===== src/rtl/i2cm_pkg.sv =====
// ----------------------------------------------------------------------------
// i2cm_pkg
// Shared types and constants of the I2C master controller.
// ----------------------------------------------------------------------------
package i2cm_pkg;

  localparam int unsigned BufDepth = 32;
  localparam int unsigned BufAw    = $clog2(BufDepth);
  localparam int unsigned CntW     = $clog2(BufDepth + 2);

  // operation codes
  localparam logic [2:0] OpTick  = 3'd0;
  localparam logic [2:0] OpOpen  = 3'd1;
  localparam logic [2:0] OpQueue = 3'd2;
  localparam logic [2:0] OpWrite = 3'd3;
  localparam logic [2:0] OpRead  = 3'd4;
  localparam logic [2:0] OpPop   = 3'd5;

  // status codes
  localparam logic [1:0] StOk       = 2'd0;
  localparam logic [1:0] StAddrNack = 2'd1;
  localparam logic [1:0] StDataNack = 2'd2;

  // config register indexes
  localparam logic CfgHalfPeriod = 1'b0;
  localparam logic CfgStretch    = 1'b1;

  typedef struct packed {
    logic [2:0] operation;
    logic [6:0] target_address;
    logic [7:0] data_byte;
    logic [7:0] read_quantity;
    logic       sda_in;
    logic       scl_in;
  } in_item_t;

  typedef struct packed {
    logic       sda_pull_low;
    logic       scl_pull_low;
    logic       busy_res;
    logic       done_res;
    logic [1:0] status;
    logic [5:0] received_count;
    logic [7:0] read_data;
    logic       accepted;
    logic [5:0] rx_available;
  } out_item_t;

  typedef struct packed {
    logic [15:0] half_period;
    logic [19:0] stretch_timeout;
  } cfg_t;

endpackage


===== src/rtl/i2cm_seq.sv =====
// ----------------------------------------------------------------------------
// i2cm_seq
// Bus sequencer, byte queues and command decode; one tick per step.
// ----------------------------------------------------------------------------
module i2cm_seq (
  input  logic                clk_i,
  input  logic                rst_ni,
  input  logic                step_i,
  input  i2cm_pkg::in_item_t  item_i,
  input  i2cm_pkg::cfg_t      cfg_i,
  output i2cm_pkg::out_item_t res_o
);
  import i2cm_pkg::*;

  localparam logic [3:0] SIdle = 4'd0,  SStA = 4'd1,  SStB = 4'd2,  SStC = 4'd3;
  localparam logic [3:0] SStD  = 4'd4,  SWbD = 4'd5,  SWbH = 4'd6,  SWbL = 4'd7;
  localparam logic [3:0] SRbD  = 4'd8,  SRbH = 4'd9,  SRbS = 4'd10, SRbL = 4'd11;
  localparam logic [3:0] SSpA  = 4'd12, SSpB = 4'd13, SSpC = 4'd14;

  logic [3:0]      state_q, state_d;
  logic [15:0]     phase_q, phase_d;
  logic [19:0]     stretch_q, stretch_d;
  logic [3:0]      bit_q, bit_d;
  logic [CntW-1:0] byte_q, byte_d;
  logic [7:0]      shift_q, shift_d;
  logic [6:0]      addr_q, addr_d;
  logic            wopen_q, wopen_d;
  logic [CntW-1:0] txlen_q, txlen_d;
  logic [CntW-1:0] rxlen_q, rxlen_d;
  logic [CntW-1:0] rxidx_q, rxidx_d;
  logic [CntW-1:0] reqcnt_q, reqcnt_d;
  logic            isrd_q, isrd_d;
  logic            drive_q, drive_d;
  logic [1:0]      status_q, status_d;
  logic [CntW-1:0] lastrx_q, lastrx_d;

  logic [7:0] tx_mem [BufDepth];
  logic [7:0] rx_mem [BufDepth];

  logic            tx_we, rx_we;
  logic [BufAw-1:0] tx_waddr, rx_waddr;
  logic [7:0]      tx_wdata, rx_wdata;

  logic [16:0]     hp, phase_inc;
  logic            waits, done, acc, txm;
  logic [7:0]      rdata;
  logic [CntW-1:0] idx;
  logic [CntW-1:0] qty_cl;
  logic            go;

  always_comb begin
    state_d = state_q; phase_d = phase_q; stretch_d = stretch_q; bit_d = bit_q;
    byte_d = byte_q; shift_d = shift_q; addr_d = addr_q; wopen_d = wopen_q;
    txlen_d = txlen_q; rxlen_d = rxlen_q; rxidx_d = rxidx_q; reqcnt_d = reqcnt_q;
    isrd_d = isrd_q; drive_d = drive_q; status_d = status_q; lastrx_d = lastrx_q;
    tx_we = 1'b0; tx_waddr = txlen_q[BufAw-1:0]; tx_wdata = item_i.data_byte;
    rx_we = 1'b0; rx_waddr = rxlen_q[BufAw-1:0]; rx_wdata = shift_q;
    done = 1'b0; acc = 1'b0; rdata = 8'd0; go = 1'b0; idx = '0; txm = 1'b0;
    hp = (cfg_i.half_period == 16'd0) ? 17'd1 : {1'b0, cfg_i.half_period};
    phase_inc = {1'b0, phase_q} + 17'd1;
    waits = (state_q == SStB) || (state_q == SWbH) || (state_q == SRbH) ||
            (state_q == SSpB);
    qty_cl = (item_i.read_quantity > 8'(BufDepth)) ? CntW'(BufDepth)
                                                   : CntW'(item_i.read_quantity);

    if (state_q != SIdle) begin
      if (waits && phase_q == 16'd0 && !item_i.scl_in &&
          stretch_q < cfg_i.stretch_timeout) begin
        stretch_d = stretch_q + 20'd1;
      end else if (phase_inc < hp) begin
        phase_d = phase_inc[15:0];
      end else begin
        phase_d = 16'd0; stretch_d = 20'd0;
        txm = (byte_q == '0) || !isrd_q;
        unique case (state_q)
          SStA: state_d = SStB;
          SStB: state_d = SStC;
          SStC: state_d = SStD;
          SStD: begin
            bit_d = 4'd0; drive_d = shift_q[7]; state_d = SWbD;
          end
          SWbD: state_d = SWbH;
          SWbH: state_d = SWbL;
          SWbL: begin
            if (txm) begin
              shift_d = {shift_q[6:0], 1'b0};
              bit_d = bit_q + 4'd1;
              if (bit_d < 4'd8) begin
                drive_d = shift_d[7]; state_d = SWbD;
              end else state_d = SRbD;
            end else begin
              byte_d = byte_q + CntW'(1); go = 1'b1;
            end
          end
          SRbD: state_d = SRbH;
          SRbH: state_d = SRbS;
          SRbS: begin
            shift_d = {shift_q[6:0], item_i.sda_in}; state_d = SRbL;
          end
          SRbL: begin
            if (txm) begin
              if (shift_q[0]) begin
                status_d = (byte_q == '0) ? StAddrNack : StDataNack;
                state_d = SSpA;
              end else begin
                if (isrd_q && byte_q == '0) begin
                  rxlen_d = '0; rxidx_d = '0;
                end
                byte_d = byte_q + CntW'(1); go = 1'b1;
              end
            end else begin
              bit_d = bit_q + 4'd1;
              if (bit_d < 4'd8) state_d = SRbD;
              else begin
                if (rxlen_q < CntW'(BufDepth)) rx_we = 1'b1;
                rxlen_d = rxlen_q + CntW'(1);
                drive_d = (byte_q == reqcnt_q);
                state_d = SWbD;
              end
            end
          end
          SSpA: state_d = SSpB;
          SSpB: state_d = SSpC;
          default: begin
            state_d = SIdle; done = 1'b1;
            if (isrd_q) begin
              lastrx_d = (status_q == StOk) ? rxlen_q : '0;
              if (status_q == StOk) rxidx_d = '0;
            end else if (status_q == StOk) begin
              txlen_d = '0; wopen_d = 1'b0;
            end
          end
        endcase
        // move on to the next byte or to STOP
        if (go) begin
          idx = byte_d - CntW'(1);
          bit_d = 4'd0;
          if (isrd_q) begin
            if (idx < reqcnt_q) begin
              shift_d = 8'd0; state_d = SRbD;
            end else state_d = SSpA;
          end else if (idx < txlen_q && idx < CntW'(BufDepth)) begin
            shift_d = tx_mem[idx[BufAw-1:0]]; drive_d = shift_d[7]; state_d = SWbD;
          end else state_d = SSpA;
        end
      end
    end else begin
      case (item_i.operation)
        OpOpen: begin
          addr_d = item_i.target_address; txlen_d = '0; wopen_d = 1'b1; acc = 1'b1;
        end
        OpQueue: begin
          if (wopen_q && txlen_q < CntW'(BufDepth)) begin
            tx_we = 1'b1; txlen_d = txlen_q + CntW'(1); acc = 1'b1;
          end
        end
        OpWrite: begin
          if (wopen_q) begin
            isrd_d = 1'b0; shift_d = {addr_q, 1'b0}; byte_d = '0; bit_d = 4'd0;
            status_d = StOk; state_d = SStA; phase_d = 16'd0; stretch_d = 20'd0;
            acc = 1'b1;
          end
        end
        OpRead: begin
          reqcnt_d = qty_cl;
          isrd_d = 1'b1; shift_d = {item_i.target_address, 1'b1}; byte_d = '0;
          bit_d = 4'd0; status_d = StOk; state_d = SStA; phase_d = 16'd0;
          stretch_d = 20'd0; acc = 1'b1;
        end
        OpPop: begin
          if (rxidx_q < rxlen_q && rxidx_q < CntW'(BufDepth)) begin
            rdata = rx_mem[rxidx_q[BufAw-1:0]]; rxidx_d = rxidx_q + CntW'(1);
            acc = 1'b1;
          end
        end
        default: ;
      endcase
    end
  end

  always_comb begin
    if (state_d == SWbD || state_d == SWbH || state_d == SWbL) begin
      res_o.sda_pull_low = !drive_d;
    end else begin
      res_o.sda_pull_low = (state_d == SStC) || (state_d == SStD) ||
                           (state_d == SSpA) || (state_d == SSpB);
    end
    res_o.scl_pull_low = (state_d == SStD) || (state_d == SWbD) || (state_d == SWbL) ||
                         (state_d == SRbD) || (state_d == SRbL) || (state_d == SSpA);
    res_o.busy_res       = (state_d != SIdle);
    res_o.done_res       = done;
    res_o.status         = status_d;
    res_o.received_count = 6'(lastrx_d);
    res_o.read_data      = rdata;
    res_o.accepted       = acc;
    res_o.rx_available   = (rxlen_d >= rxidx_d) ? 6'(rxlen_d - rxidx_d) : 6'd0;
  end

  always_ff @(posedge clk_i or negedge rst_ni) begin
    if (!rst_ni) begin
      state_q <= SIdle; phase_q <= '0; stretch_q <= '0; bit_q <= '0; byte_q <= '0;
      shift_q <= '0; addr_q <= '0; wopen_q <= 1'b0; txlen_q <= '0; rxlen_q <= '0;
      rxidx_q <= '0; reqcnt_q <= '0; isrd_q <= 1'b0; drive_q <= 1'b0;
      status_q <= StOk; lastrx_q <= '0;
    end else if (step_i) begin
      state_q <= state_d; phase_q <= phase_d; stretch_q <= stretch_d; bit_q <= bit_d;
      byte_q <= byte_d; shift_q <= shift_d; addr_q <= addr_d; wopen_q <= wopen_d;
      txlen_q <= txlen_d; rxlen_q <= rxlen_d; rxidx_q <= rxidx_d; reqcnt_q <= reqcnt_d;
      isrd_q <= isrd_d; drive_q <= drive_d; status_q <= status_d; lastrx_q <= lastrx_d;
    end
  end

  always_ff @(posedge clk_i) begin
    if (step_i && tx_we) tx_mem[tx_waddr] <= tx_wdata;
    if (step_i && rx_we) rx_mem[rx_waddr] <= rx_wdata;
  end

endmodule


===== src/rtl/i2c_master_controller_core.sv =====
// ----------------------------------------------------------------------------
// i2c_master_controller_core
// Open-drain I2C master, 7-bit addressing, one input beat per bus tick.
// ----------------------------------------------------------------------------
//   channel | direction | handshake           | payload
//   in      | input     | in_valid/in_ready   | in_item_t
//   out     | output    | out_valid/out_ready | out_item_t
//   cfg     | input     | cfg_valid/cfg_ready | index, 20-bit data
//
// One beat per cycle while in_ready is high: each input beat is processed in
// the cycle it is taken and its result lands in the output register, which
// also holds it under stall. in_ready drops only while a result waits and
// out_ready is low. Reset clears the sequencer, counters and queue lengths;
// config returns to 500 / 100000. Config writes are taken every cycle.
module i2c_master_controller_core (
  input  logic                clk_i,
  input  logic                rst_ni,
  input  logic                in_valid_i,
  output logic                in_ready_o,
  input  i2cm_pkg::in_item_t  in_data_i,
  output logic                out_valid_o,
  input  logic                out_ready_i,
  output i2cm_pkg::out_item_t out_data_o,
  input  logic                cfg_valid_i,
  output logic                cfg_ready_o,
  input  logic                cfg_index_i,
  input  logic [19:0]         cfg_data_i
);
  import i2cm_pkg::*;

  cfg_t      cfg_q;
  out_item_t res, res_q;
  logic      out_valid_q, step;

  assign in_ready_o  = !out_valid_q || out_ready_i;
  assign step        = in_valid_i && in_ready_o;
  assign cfg_ready_o = 1'b1;
  assign out_valid_o = out_valid_q;
  assign out_data_o  = res_q;

  i2cm_seq u_seq (
    .clk_i  (clk_i),
    .rst_ni (rst_ni),
    .step_i (step),
    .item_i (in_data_i),
    .cfg_i  (cfg_q),
    .res_o  (res)
  );

  always_ff @(posedge clk_i or negedge rst_ni) begin
    if (!rst_ni) begin
      cfg_q.half_period     <= 16'd500;
      cfg_q.stretch_timeout <= 20'd100000;
    end else if (cfg_valid_i) begin
      unique case (cfg_index_i)
        CfgHalfPeriod: cfg_q.half_period     <= cfg_data_i[15:0];
        CfgStretch:    cfg_q.stretch_timeout <= cfg_data_i;
        default: ;
      endcase
    end
  end

  always_ff @(posedge clk_i or negedge rst_ni) begin
    if (!rst_ni) begin
      out_valid_q <= 1'b0;
    end else if (step) begin
      out_valid_q <= 1'b1;
    end else if (out_ready_i) begin
      out_valid_q <= 1'b0;
    end
  end

  always_ff @(posedge clk_i) begin
    if (step) res_q <= res;
  end

  a_done_idle: assert property (@(posedge clk_i) disable iff (!rst_ni)
    out_valid_q && res_q.done_res |-> !res_q.busy_res && !res_q.accepted)
    else $error("done pulse while busy or with a command");
  a_rx_bound: assert property (@(posedge clk_i) disable iff (!rst_ni)
    out_valid_q |-> res_q.rx_available <= 6'(BufDepth))
    else $error("receive count beyond buffer depth");
  a_pop_data: assert property (@(posedge clk_i) disable iff (!rst_ni)
    out_valid_q && res_q.read_data != 8'd0 |-> res_q.accepted)
    else $error("read data without accepted pop");
  a_stall_hold: assert property (@(posedge clk_i) disable iff (!rst_ni)
    out_valid_q && !out_ready_i |=> out_valid_q && $stable(res_q))
    else $error("result lost under stall");

endmodule

===== config.mk =====
export PLATFORM = sky130hd
export DESIGN_NAME = i2c_master_controller_core
export DESIGN_NICKNAME = d
export VERILOG_FILES = /design/src/rtl/i2cm_pkg.sv /design/src/rtl/i2cm_seq.sv /design/src/rtl/i2c_master_controller_core.sv
export SDC_FILE = /design/constraint.sdc
export NUM_CORES = 1
export LEC_CHECK = 0
export ABC_AREA = 1
export BUFFER_PORTS_ARGS = -buffer_cell sky130_fd_sc_hd__buf_2
export CAP_MARGIN = 0
export CORE_MARGIN = 1
export CORE_UTILIZATION = 55
export CTS_BUF_LIST = sky130_fd_sc_hd__clkbuf_16
export CTS_CLUSTER_DIAMETER = 80
export DETAILED_ROUTE_END_ITERATION = 8
export PLACE_DENSITY = 0.81
export SYNTH_ARGS = -nofsm -noshare
export SYNTH_HDL_FRONTEND = slang
export SYNTH_HIERARCHICAL = 1
export SYNTH_SLANG_ARGS = --single-unit
export TNS_END_PERCENT = 50

===== constraint.sdc =====
create_clock -name clk_i -period 6 [get_ports clk_i]
set_input_delay 0.6 -clock clk_i [delete_from_list [all_inputs] [get_ports clk_i]]
set_output_delay 0.6 -clock clk_i [all_outputs]
set_load 0.05 [all_outputs]

==> Yosys cells after proc, flatten, opt, wreduce, memory -nomap -nowiden <==
Memory sizes are Yosys's and may differ from the RTL's. A register that Yosys moved wholly into a read port is not among the register bits.
Cells that the tools add are included.
{ "word_totals": {"n_memories": 2, "ram_bits": 512, "out_inout_bits": 30, "regBits": 156, "word_cells": 299, "in_bits": 54} }
{ "mem_list": {"columns": ["name", "words", "word_bits", "rd", "rd_ports_with_merged_regs", "write_ports", "line_no", "rtl"], "rows": [
  ["u_seq.rx_mem", 32, 8, 1, 1, 1, "i2cm_seq.sv:38", "logic [7:0] rx_mem [BufDepth];"],
  ["u_seq.tx_mem", 32, 8, 1, 0, 1, "i2cm_seq.sv:37", "logic [7:0] tx_mem [BufDepth];"]
]} }
{ "classes": {"n_bitwise": 4, "order_cmp": 12, "reduce_logical": 56, "addsub": 9, "n_mux": 149, "eq_ne": 40} }
{ "ops": {"columns": ["operator", "count"], "rows": [
  ["$mux 6", 42],
  ["$mux 16", 5],
  ["$mux 20", 4],
  ["$mux 4", 19],
  ["$mux 8", 9],
  ["$pmux 4 s13", 1],
  ["$pmux 6 s2", 4],
  ["$mux 1", 44],
  ["$eq 4x4->1 const B", 10],
  ["$pmux 20 s2", 1],
  ["$eq 4x3->1 const B", 8],
  ["$logic_not 16->1", 2],
  ["$pmux 16 s2", 1],
  ["$pmux 8 s2", 2],
  ["$add 6x1->6 const B", 4],
  ["$lt 6x6->1 const B", 4],
  ["$add 20x1->20 const B", 1],
  ["$lt 20x20->1", 1],
  ["$lt 6x6->1", 3],
  ["$add 16x1->17 const B", 1],
  ["$lt 17x17->1", 1],
  ["$mux 2", 8],
  ["$pmux 4 s2", 2],
  ["$reduce_and 8->1", 2],
  ["other kinds (42)", 91]
]} }

==> Logic depth before layout (Yosys ltp) <==
Gate-level depths: netlist of the first run.
{ "depth": {"word_depth": 24, "depth_mapped": 37} }

==> Modules after synthesis <==
The synthesis of the first run kept the hierarchy.
{ "modules_own_cells": {"columns": ["mod", "cells_per_inst", "seq_area_each_um2", "n_inst", "area_each_um2"], "rows": [
  ["i2cm_seq", 2813, 17877.1, 1, 28989.1],
  ["i2c_master_controller_core", 192, 1751.7, 1, 2294.7]
]} }

==> Worst setup path after synthesis of the first run <==
No wires, ideal clock.
{ "synth_path": {"kind": "reg-to-reg", "from": "register u_seq.phase_q[0]", "to": "register res_q, in the netlist out_data_o[2], data pin", "path_stages_with_launch": 34, "path_slack_ns": 1.146, "path_buffers": 0, "period_less_slack_ns": 4.854, "setup_ns": 0.270, "arrival_ns": 4.584, "cell_sequence": "dfrtp_1 inv_1 nor3_1 nand3_1 nor2_1 nand2_1 nor3_1 nand3_1 nor2_1 nand2_1 nor2_1 xor2_1 inv_1 ha_1 inv_1 nor2_1 nand3_1 nor2_1 nand3_1 nand3_1 nand2_2 nor2_4 nand2_1 a21oi_1 o21bai_1 ha_1 fa_1 nor2_1 o21ai_0 nand2_1 a41oi_1 o21ai_0 a21oi_1 nor3b_1"} }
{ "synth_between": {"elab_chain_cells": 7, "word_cells_on_any_way": 14, "classes_between": "2 x add/sub; 2 x order compare; 6 x mux; 4 x reduce/logical"} }
{ "synth_rtl": {"columns": ["element", "line_no", "rtl"], "rows": [
  ["start, declared", "i2cm_seq.sv:21", "logic [15:0] phase_q, phase_d;"],
  ["start signal, assigned", "i2cm_seq.sv:206", "state_q <= state_d; phase_q <= phase_d; stretch_q <= stretch_d; bit_q <= bit_d;"],
  ["parallel branches: the longest is 7 deep, another holds $add 16x1->17", null, null],
  ["end signal, assigned", "i2c_master_controller_core.sv:74", "if (step) res_q <= res;"],
  ["end, declared", "i2c_master_controller_core.sv:32", "out_item_t res, res_q;"]
]} }
Several ways; the timed one is not identified.
A chain may end at the register's enable or synchronous reset.

==> Worst setup path in the final report of the first run <==
Same ends and word-level chain as after synthesis.

==> run_results.csv, run 1 <==
group,metric,value,unit
pwr,seq_power_share,38.2,%
die,die_y,240.5,um
clock_tree,cts_buffers,71,
global_route,grt_pass1_wl,118600,um
timing,tightest_slew,1189,ps
synth,ys_seq_area_share,62.74,%
critical_path,worstPathMaxFanout,8,
pwr,ir_worst_vdd,0.2790,mV
clock_tree,cts_root_buffer,"clkbuf_16",
die,io_pins,84,
final_layout,drive_gt1_share,9.182,%
synth,yosys_warnings,6,
critical_path,critPathLaunchType,"flip-flop",
pwr,sw_frac_of_total,38.67,%
global_route,grt_max_degree,135,
synth,yosys.cell_types.count,62,
critical_path,crit_path_start,"u_seq/phase_q[0]",
pwr,p_sw,6.214,mW
route,routed_wl,76490,um
clock_tree,clk_latency,630,ps
synth,synth_nets,3131,
critical_path,cpMostUsedCell,"nor2_1",
timing,period_minus_slack,5343,ps
synth,synth_xor_xnor_area_share,0.7879,%
synth,muxShareOfSynthArea,0,%
critical_path,critical_path.max_stage_delay,380,ps
run,cap_violations,0,
place,port_buffers,82,
die,coreArea,56280,um^2
timing,tns,0,ps
global_route,overflow,0,
pwr,total_leakage_power,13.62,nW
route,drt_first_pass_iters,6,
route,route.vias.total,22734,
clock_tree,clock-sinks,676,
final_layout,final_nets,3173,
pwr,p_clk_share,27.4,%
place,post-place-ws,368.4,ps
synth,synthesis.area,31280,um^2
die,die_area,57840,um^2
timing,timing.hold.ws,34.42,ps
timing,finalHoldViolCount,0,
die,die_w,240.5,um
synth,synthArstFlopShare,20.27,%
synth,yosys_register_bits,676,
synth,synth_top_family_by_area,"simple AND/OR/NAND/NOR gates",
route,drtIter0Drc,3005,
critical_path,cp-end-kind,"flip-flop",
worst_hold_path,worstHoldPathType,"input pin to asynchronous set/reset pin",
critical_path,r2r-start,"u_seq/phase_q[0]",
synth,yosys.area_share.simple,15.57,%
critical_path,worst-setup-path-type,"flip-flop to flip-flop",
critical_path,cp_data_required_time,6370,ps
die,initial_core_util,55.59,%
timing,setup_slack,657.2,ps
critical_path,worstPathArrival,5720,ps
critical_path,crit_path_top_delay_cell,"dfrtp_1",
timing,period_share,89.05,%
route,wl_per_cell,19.80,um
synth,postSynthAreaPerCell,10.41,um^2
status,outcome,"finished, final reports clean",
route,drc,0,
place,place_congestion,0.9607,
synth,synthAdderAreaFrac,2.904,%
clock_tree,cts_buffer_depth,3,
timing,skew,35.17,ps
synth,syn_inst,3005,
synth,synth_edf_count,539,
pwr,pwr-share-comb,34.4,%
route,viasPerCell,5.887,
timing,fmax,0.1872,GHz
timing,slew_headroom,20.74,%
clock_tree,cts_tree,"built",
clock_tree,htree_levels,3,
pwr,pwr_density_cell,464.5,nW/um^2
timing,setup_viol,0,
global_route,track_usage,26.80,%
pwr,p_int,9.855,mW
clock_tree,clk_pin_slew,60,ps
global_route,grt_pass1_vias,21592,
timing,rsz0062_at_grt,"no",
synth,synth_compound_area_share,12.10,%
route,ant_nets,0,
global_route,antenna_found_initial,2,
synth,synthFlopType,"edfxtp_1",
final_layout,area_delta_synth_final,10.58,%
timing,final_max_slew_viol_count,0,
place,hpwl,48320,um
die,rows,87,
layout by cell type, fill, tap and decap left out, types with 5 or more instances in the layout:
cell	instances
o22ai_1	20
nor4_1	10
ha_1	71
nand4_1	29
a32o_1	16
nand2_2	14
o21ai_0	203
nand2_1	523
nand3_1	240
o21ai_1	8
o31ai_1	6
o211ai_1	41
a22oi_1	33
a221o_1	11
inv_2	12
nor2_1	222
xor2_1	20
dfstp_2	12
clkinv_1	20
o311ai_0	5
clkbuf_16	71
xnor2_1	5
nand3b_1	14
dfrtp_1	120
clkinv_2	11
buf_2	81
a31oi_1	7
nor2_2	6
bufinv_16	8
nor3_1	35
buf_4	24
edfxtp_1	539
a21oi_1	280
inv_1	313
per-stage QoR:
step           util [%]  power, mW  cells  area [um^2]
6_report          61.47      16.07   3862        34590
5_1_grt           61.47      16.87   3862        34590
4_1_cts           61.44      16.01   3860        34570
3_5_place_dp      57.26      11.58   3730        32220
3_3_place_gp      57.26      11.45   3730        32220
2_1_floorplan         -      9.879   3005        31280
metal layers:
| layer | up-vias | track usage (%) | wire length, um |
|---|---|---|---|
| met5 | - | 0 | 0 |
| met2 | 1231 | 42.80 | 36050 |
| met1 | 10701 | 36.85 | 30760 |
| met4 | 0 | 9.747 | 2495 |
| met3 | 171 | 4.696 | 7174 |
| li1 | 10631 | - | - |
power groups by stage:
stage	clock network, mW	logic (mW)	registers, mW
2_1_floorplan	0	3.72	6.16
3_3_place_gp	0	5.25	6.20
3_5_place_dp	0	5.37	6.21
4_1_cts	4.46	5.43	6.12
5_1_grt	4.64	6.06	6.17
6_report	4.40	5.53	6.13
layout make-up:
type                       count  area (um^2)
inverter                     319         1201
antenna                        2        5.005
clock inverter                59        575.6
sequential                   676        19640
multi-input combinational   1873         9854
clock buffer                  71         1777
timing repair buffer         106        596.8
tap                          756        945.9
fill                        4398        21680
cell usage after synthesis, drive strengths merged (2+ instances only):
cell type  number  share of area [%]
nand3b         14               0.34
dfstp          12                1.0
ha             71                2.8
a31oi           7               0.14
o211ai         41               0.98
o21ai         214                3.5
a22oi          33               0.79
clkbuf         83                1.0
inv           314                3.8
nand3         247                4.1
nor3           37               0.59
nor3b           2              0.048
a221o          11               0.35
o21bai          3              0.072
a211oi          4              0.096
a32o           16               0.51
dfrtp         125                 10
a21oi         284                4.6
o22ai          20               0.40
nor2          231                2.9
o31ai           6               0.14
nand2         542                6.7
xor2           21               0.65
nor4           10               0.20
o311ai          5               0.14
o221ai          2              0.056
a21boi          7               0.17
buf            54                1.0
xnor2           5               0.14
nand4          29               0.58
clkinv          5              0.060
edfxtp        539                 52
sequential cells by signal (all words and copies together), names as in the netlist, 7 cells and up:
register and count:
cfg_q 36, u_seq/stretch_q 20, u_seq/phase_q 16, out_data_o 27, u_seq/addr_q 7, u_seq/tx_mem 256, u_seq/rx_mem 256, u_seq/rx_wdata 8
final timing paths:
check | end | slack, ps | cells after the start
max reg2reg | out_data_o[2] | 660 | 33
min | cfg_q[11] | 30 | 1
max | out_data_o[2] | 660 | 33
min reg2reg | cfg_q[9] | 460 | 2
min in group clk_i | cfg_q[16] | 210 | 3
max in group asynchronous | u_seq/rxidx_q[0] | 4790 | 2
worst max-delay path, delay by kind of cell (launching register included):
kind	cells	cell delay, ps
buffers and inverters	3	230
AOI/OAI and AO/OA	6	1090
adders and majority gates	3	690
xor gates and xnor gates	1	200
and+or+nand+nor	20	2490
DFF	1	380
timing repair:
item / in CTS / in global routing
hold buffers: 0 / 0
resized for setup: 0 / 3
endpoints found under the setup margin: 0 / 6
setup buffers: 0 / 0
cells by family (layout without fill, tap and decap cells):
logic type,Yosys count,count (layout)
compound gates,660,660
xor+xnor,26,26
fa+ha+maj,72,72
buf+inv,456,555
flops,676,676
other cells,1,3
simple gates,1114,1114
(Power assumes the default switching activity.)
==> inputs of run 2 (changes only) <==
--- a/config.mk
+++ b/config.mk
@@ -9,11 +9,11 @@
 export BUFFER_PORTS_ARGS = -buffer_cell sky130_fd_sc_hd__buf_2
 export CAP_MARGIN = 0
 export CORE_MARGIN = 1
-export CORE_UTILIZATION = 55
+export CORE_UTILIZATION = 35
 export CTS_BUF_LIST = sky130_fd_sc_hd__clkbuf_16
 export CTS_CLUSTER_DIAMETER = 80
 export DETAILED_ROUTE_END_ITERATION = 8
-export PLACE_DENSITY = 0.81
+export PLACE_DENSITY = 0.59
 export SYNTH_ARGS = -nofsm -noshare
 export SYNTH_HDL_FRONTEND = slang
 export SYNTH_HIERARCHICAL = 1
==> run 2 against run 1 <==
- clock power up 6.8%
- sequential power rose by 0.7%
- critical path depth unchanged
- sequential share of layout area down 1.2 points
- fmax decreased by 1.0%
- wire length is 7.7% higher
- clock-buffer cell count is 9 higher
- via count shrank 2.3%
- flip-flop and latch count is the same
- core utilization fell by 22 points
- power is 2.2% higher
- first-iteration DRC count decreased by 28%
- the run now ends with design-rule violations left
==> run_results.csv, run 2 (same netlist as run 1, synthesis figures left out) <==
group,metric,value,unit
global_route,grt_max_degree,114,
timing,setup_viol,0,
route,wl_per_cell,19.22,um
timing,skew,29.87,ps
route,drt_first_pass_iters,8,
place,hpwl,52420,um
final_layout,final_nets,3183,
clock_tree,cts_root_buffer,"clkbuf_16",
final_layout,final_cell_mix,"edfxtp_1 (539), nand2_1 (523), inv_1 (311)",
timing,fmax,0.1852,GHz
die,io_pins,84,
global_route,track_usage,18.01,%
pwr,pwr-share-comb,33.8,%
pwr,ir_worst_vdd,0.3004,mV
final_layout,final_common_cell,"edfxtp_1",
pwr,seq_power_share,37.6,%
critical_path,cp-end-kind,"flip-flop",
die,coreArea,88510,um^2
pwr,total_power,16.42,mW
critical_path,r2r-start,"u_seq/phase_q[0]",
status,violations,"design-rule violations",
timing,finalHoldViolCount,0,
critical_path,cpMostUsedCell,"nor2_1",
critical_path,r2r_slack,600,ps
clock_tree,cts_buffers,79,
timing,tightest_slew,1098,ps
global_route,grt_pass1_vias,21379,
critical_path,critical_path.max_stage_delay,370,ps
place,place_congestion,0.9053,
global_route,grt_pass1_wl,126400,um
global_route,overflow,0,
pwr,pwr_density_cell,464.3,nW/um^2
clock_tree,cts_tree,"built",
final_layout,fillers,8555,
critical_path,worstPathMaxFanout,8,
status,outcome,"finished with violations",
final_layout,postLayoutCoreUtil,39.95,%
clock_tree,htree_levels,3,
timing,slew_headroom,26.56,%
pwr,p_int,10.03,mW
timing,period_minus_slack,5399,ps
pwr,p_clk_share,28.7,%
die,rows,109,
critical_path,cp_data_required_time,6380,ps
route,ant_nets,0,
worst_hold_path,worstHoldPathType,"input pin to asynchronous set/reset pin",
final_layout,biggestRegsByFlops,"u_seq/rx_mem (256), u_seq/tx_mem (256), cfg_q (36)",
timing,period_share,89.98,%
final_layout,area_delta_synth_final,13.02,%
route,viasPerCell,5.181,
timing,final_max_slew_viol_count,0,
route,routed_wl,82360,um
critical_path,worst-setup-path-type,"flip-flop to flip-flop",
clock_tree,clk_latency,640,ps
die,initial_core_util,35.34,%
clock_tree,cts_buffer_depth,3,
die,die_y,301.0,um
critical_path,reg2reg_depth,33,
critical_path,crit_path_top_delay_cell,"dfrtp_1",
critical_path,crit_path_start,"u_seq/phase_q[0]",
global_route,antenna_found_initial,0,
critical_path,critPathLaunchType,"flip-flop",
die,die_area,90580,um^2
die,die_w,301.0,um
final_layout,diodes,0,
clock_tree,ctsHoldBuffers,0,
final_layout,drive_gt1_share,9.679,%
clock_tree,clock-sinks,676,
route,drtIter0Drc,2150,
critical_path,crit_end,"out_data_o[2]",
route,route.vias.total,22201,
critical_path,r2r_end,"out_data_o[2]",
pwr,p_sw,6.384,mW
route,drc,4,
critical_path,worstPathArrival,5780,ps
pwr,total_leakage_power,13.74,nW
run,cap_violations,0,
place,port_buffers,82,
pwr,sw_frac_of_total,38.89,%
clock_tree,clk_pin_slew,60,ps
run 2: area by class of cell:
type	instances	area, um^2	share of cell area, %
Timing Repair Buffer	108	624.3	1.766
Tap cell	1165	1458	4.123
Inverter	319	1202	3.401
Clock buffer	80	2002	5.662
Clock inverter	64	563.0	1.592
Sequential cell	676	19640	55.54
Multi-Input combinational cell	1873	9869	27.91
run 2: per-stage QoR:
stage / cells / cell area, um^2 / hold slack (ps) / setup TNS (ps) / setup slack, ps
6_report: 4285 / 35360 / 63.86 / 0 / 601.0
3_3_place_gp: 4140 / 32760 / 452.5 / 0 / 486.1
2_1_floorplan: 3005 / 31280 / 304.4 / 0 / 1146
5_1_grt: 4285 / 35360 / 116.4 / -6.621 / -6.621
4_1_cts: 4284 / 35320 / 79.19 / 0 / 252.7
3_5_place_dp: 4140 / 32760 / 458.6 / 0 / 269.8
run 2: critical path, delay by kind of cell (launching register included):
kind	cells	cell delay (ps)
and+or+nand+nor	20	2520
AOI/OAI and AO/OA	6	1100
adders and majority gates	3	700
DFF	1	370
buffers and inverters	3	230
xor gates and xnor gates	1	200
run 2: worst min path at each step:
stage / slack (ps) / to / start
after floorplan: 300 / cfg_q[0] / rst_ni
after global placement: 450 / cfg_q[7] / cfg_q[7]
after detailed placement: 460 / cfg_q[7] / cfg_q[7]
after CTS: 80 / cfg_q[20] / rst_ni
after global routing: 120 / cfg_q[0] / rst_ni
final: 60 / cfg_q[20] / rst_ni
run 2: repair_timing:
action / CTS / global route
resized for setup: 0 / 7
endpoints found under the setup margin: 0 / 6
setup buffers: 0 / 1
run 2: per-layer routing:
metal / global-route usage, % / vias up / wire, um
li1: - / 10649 / -
met5: 0 / - / 0
met2: 28.62 / 650 / 37680
met3: 2.605 / 133 / 4551
met4: 5.306 / 0 / 2011
met1: 25.47 / 10769 / 38110
run 2: power by group through the flow:
stage	logic (mW)	clock network [mW]	registers (mW)
after floorplan	3.72	0	6.16
after global placement	5.44	0	6.25
after detailed placement	5.47	0	6.25
after CTS	5.50	4.81	6.16
after global routing	6.14	4.98	6.21
final	5.55	4.70	6.17
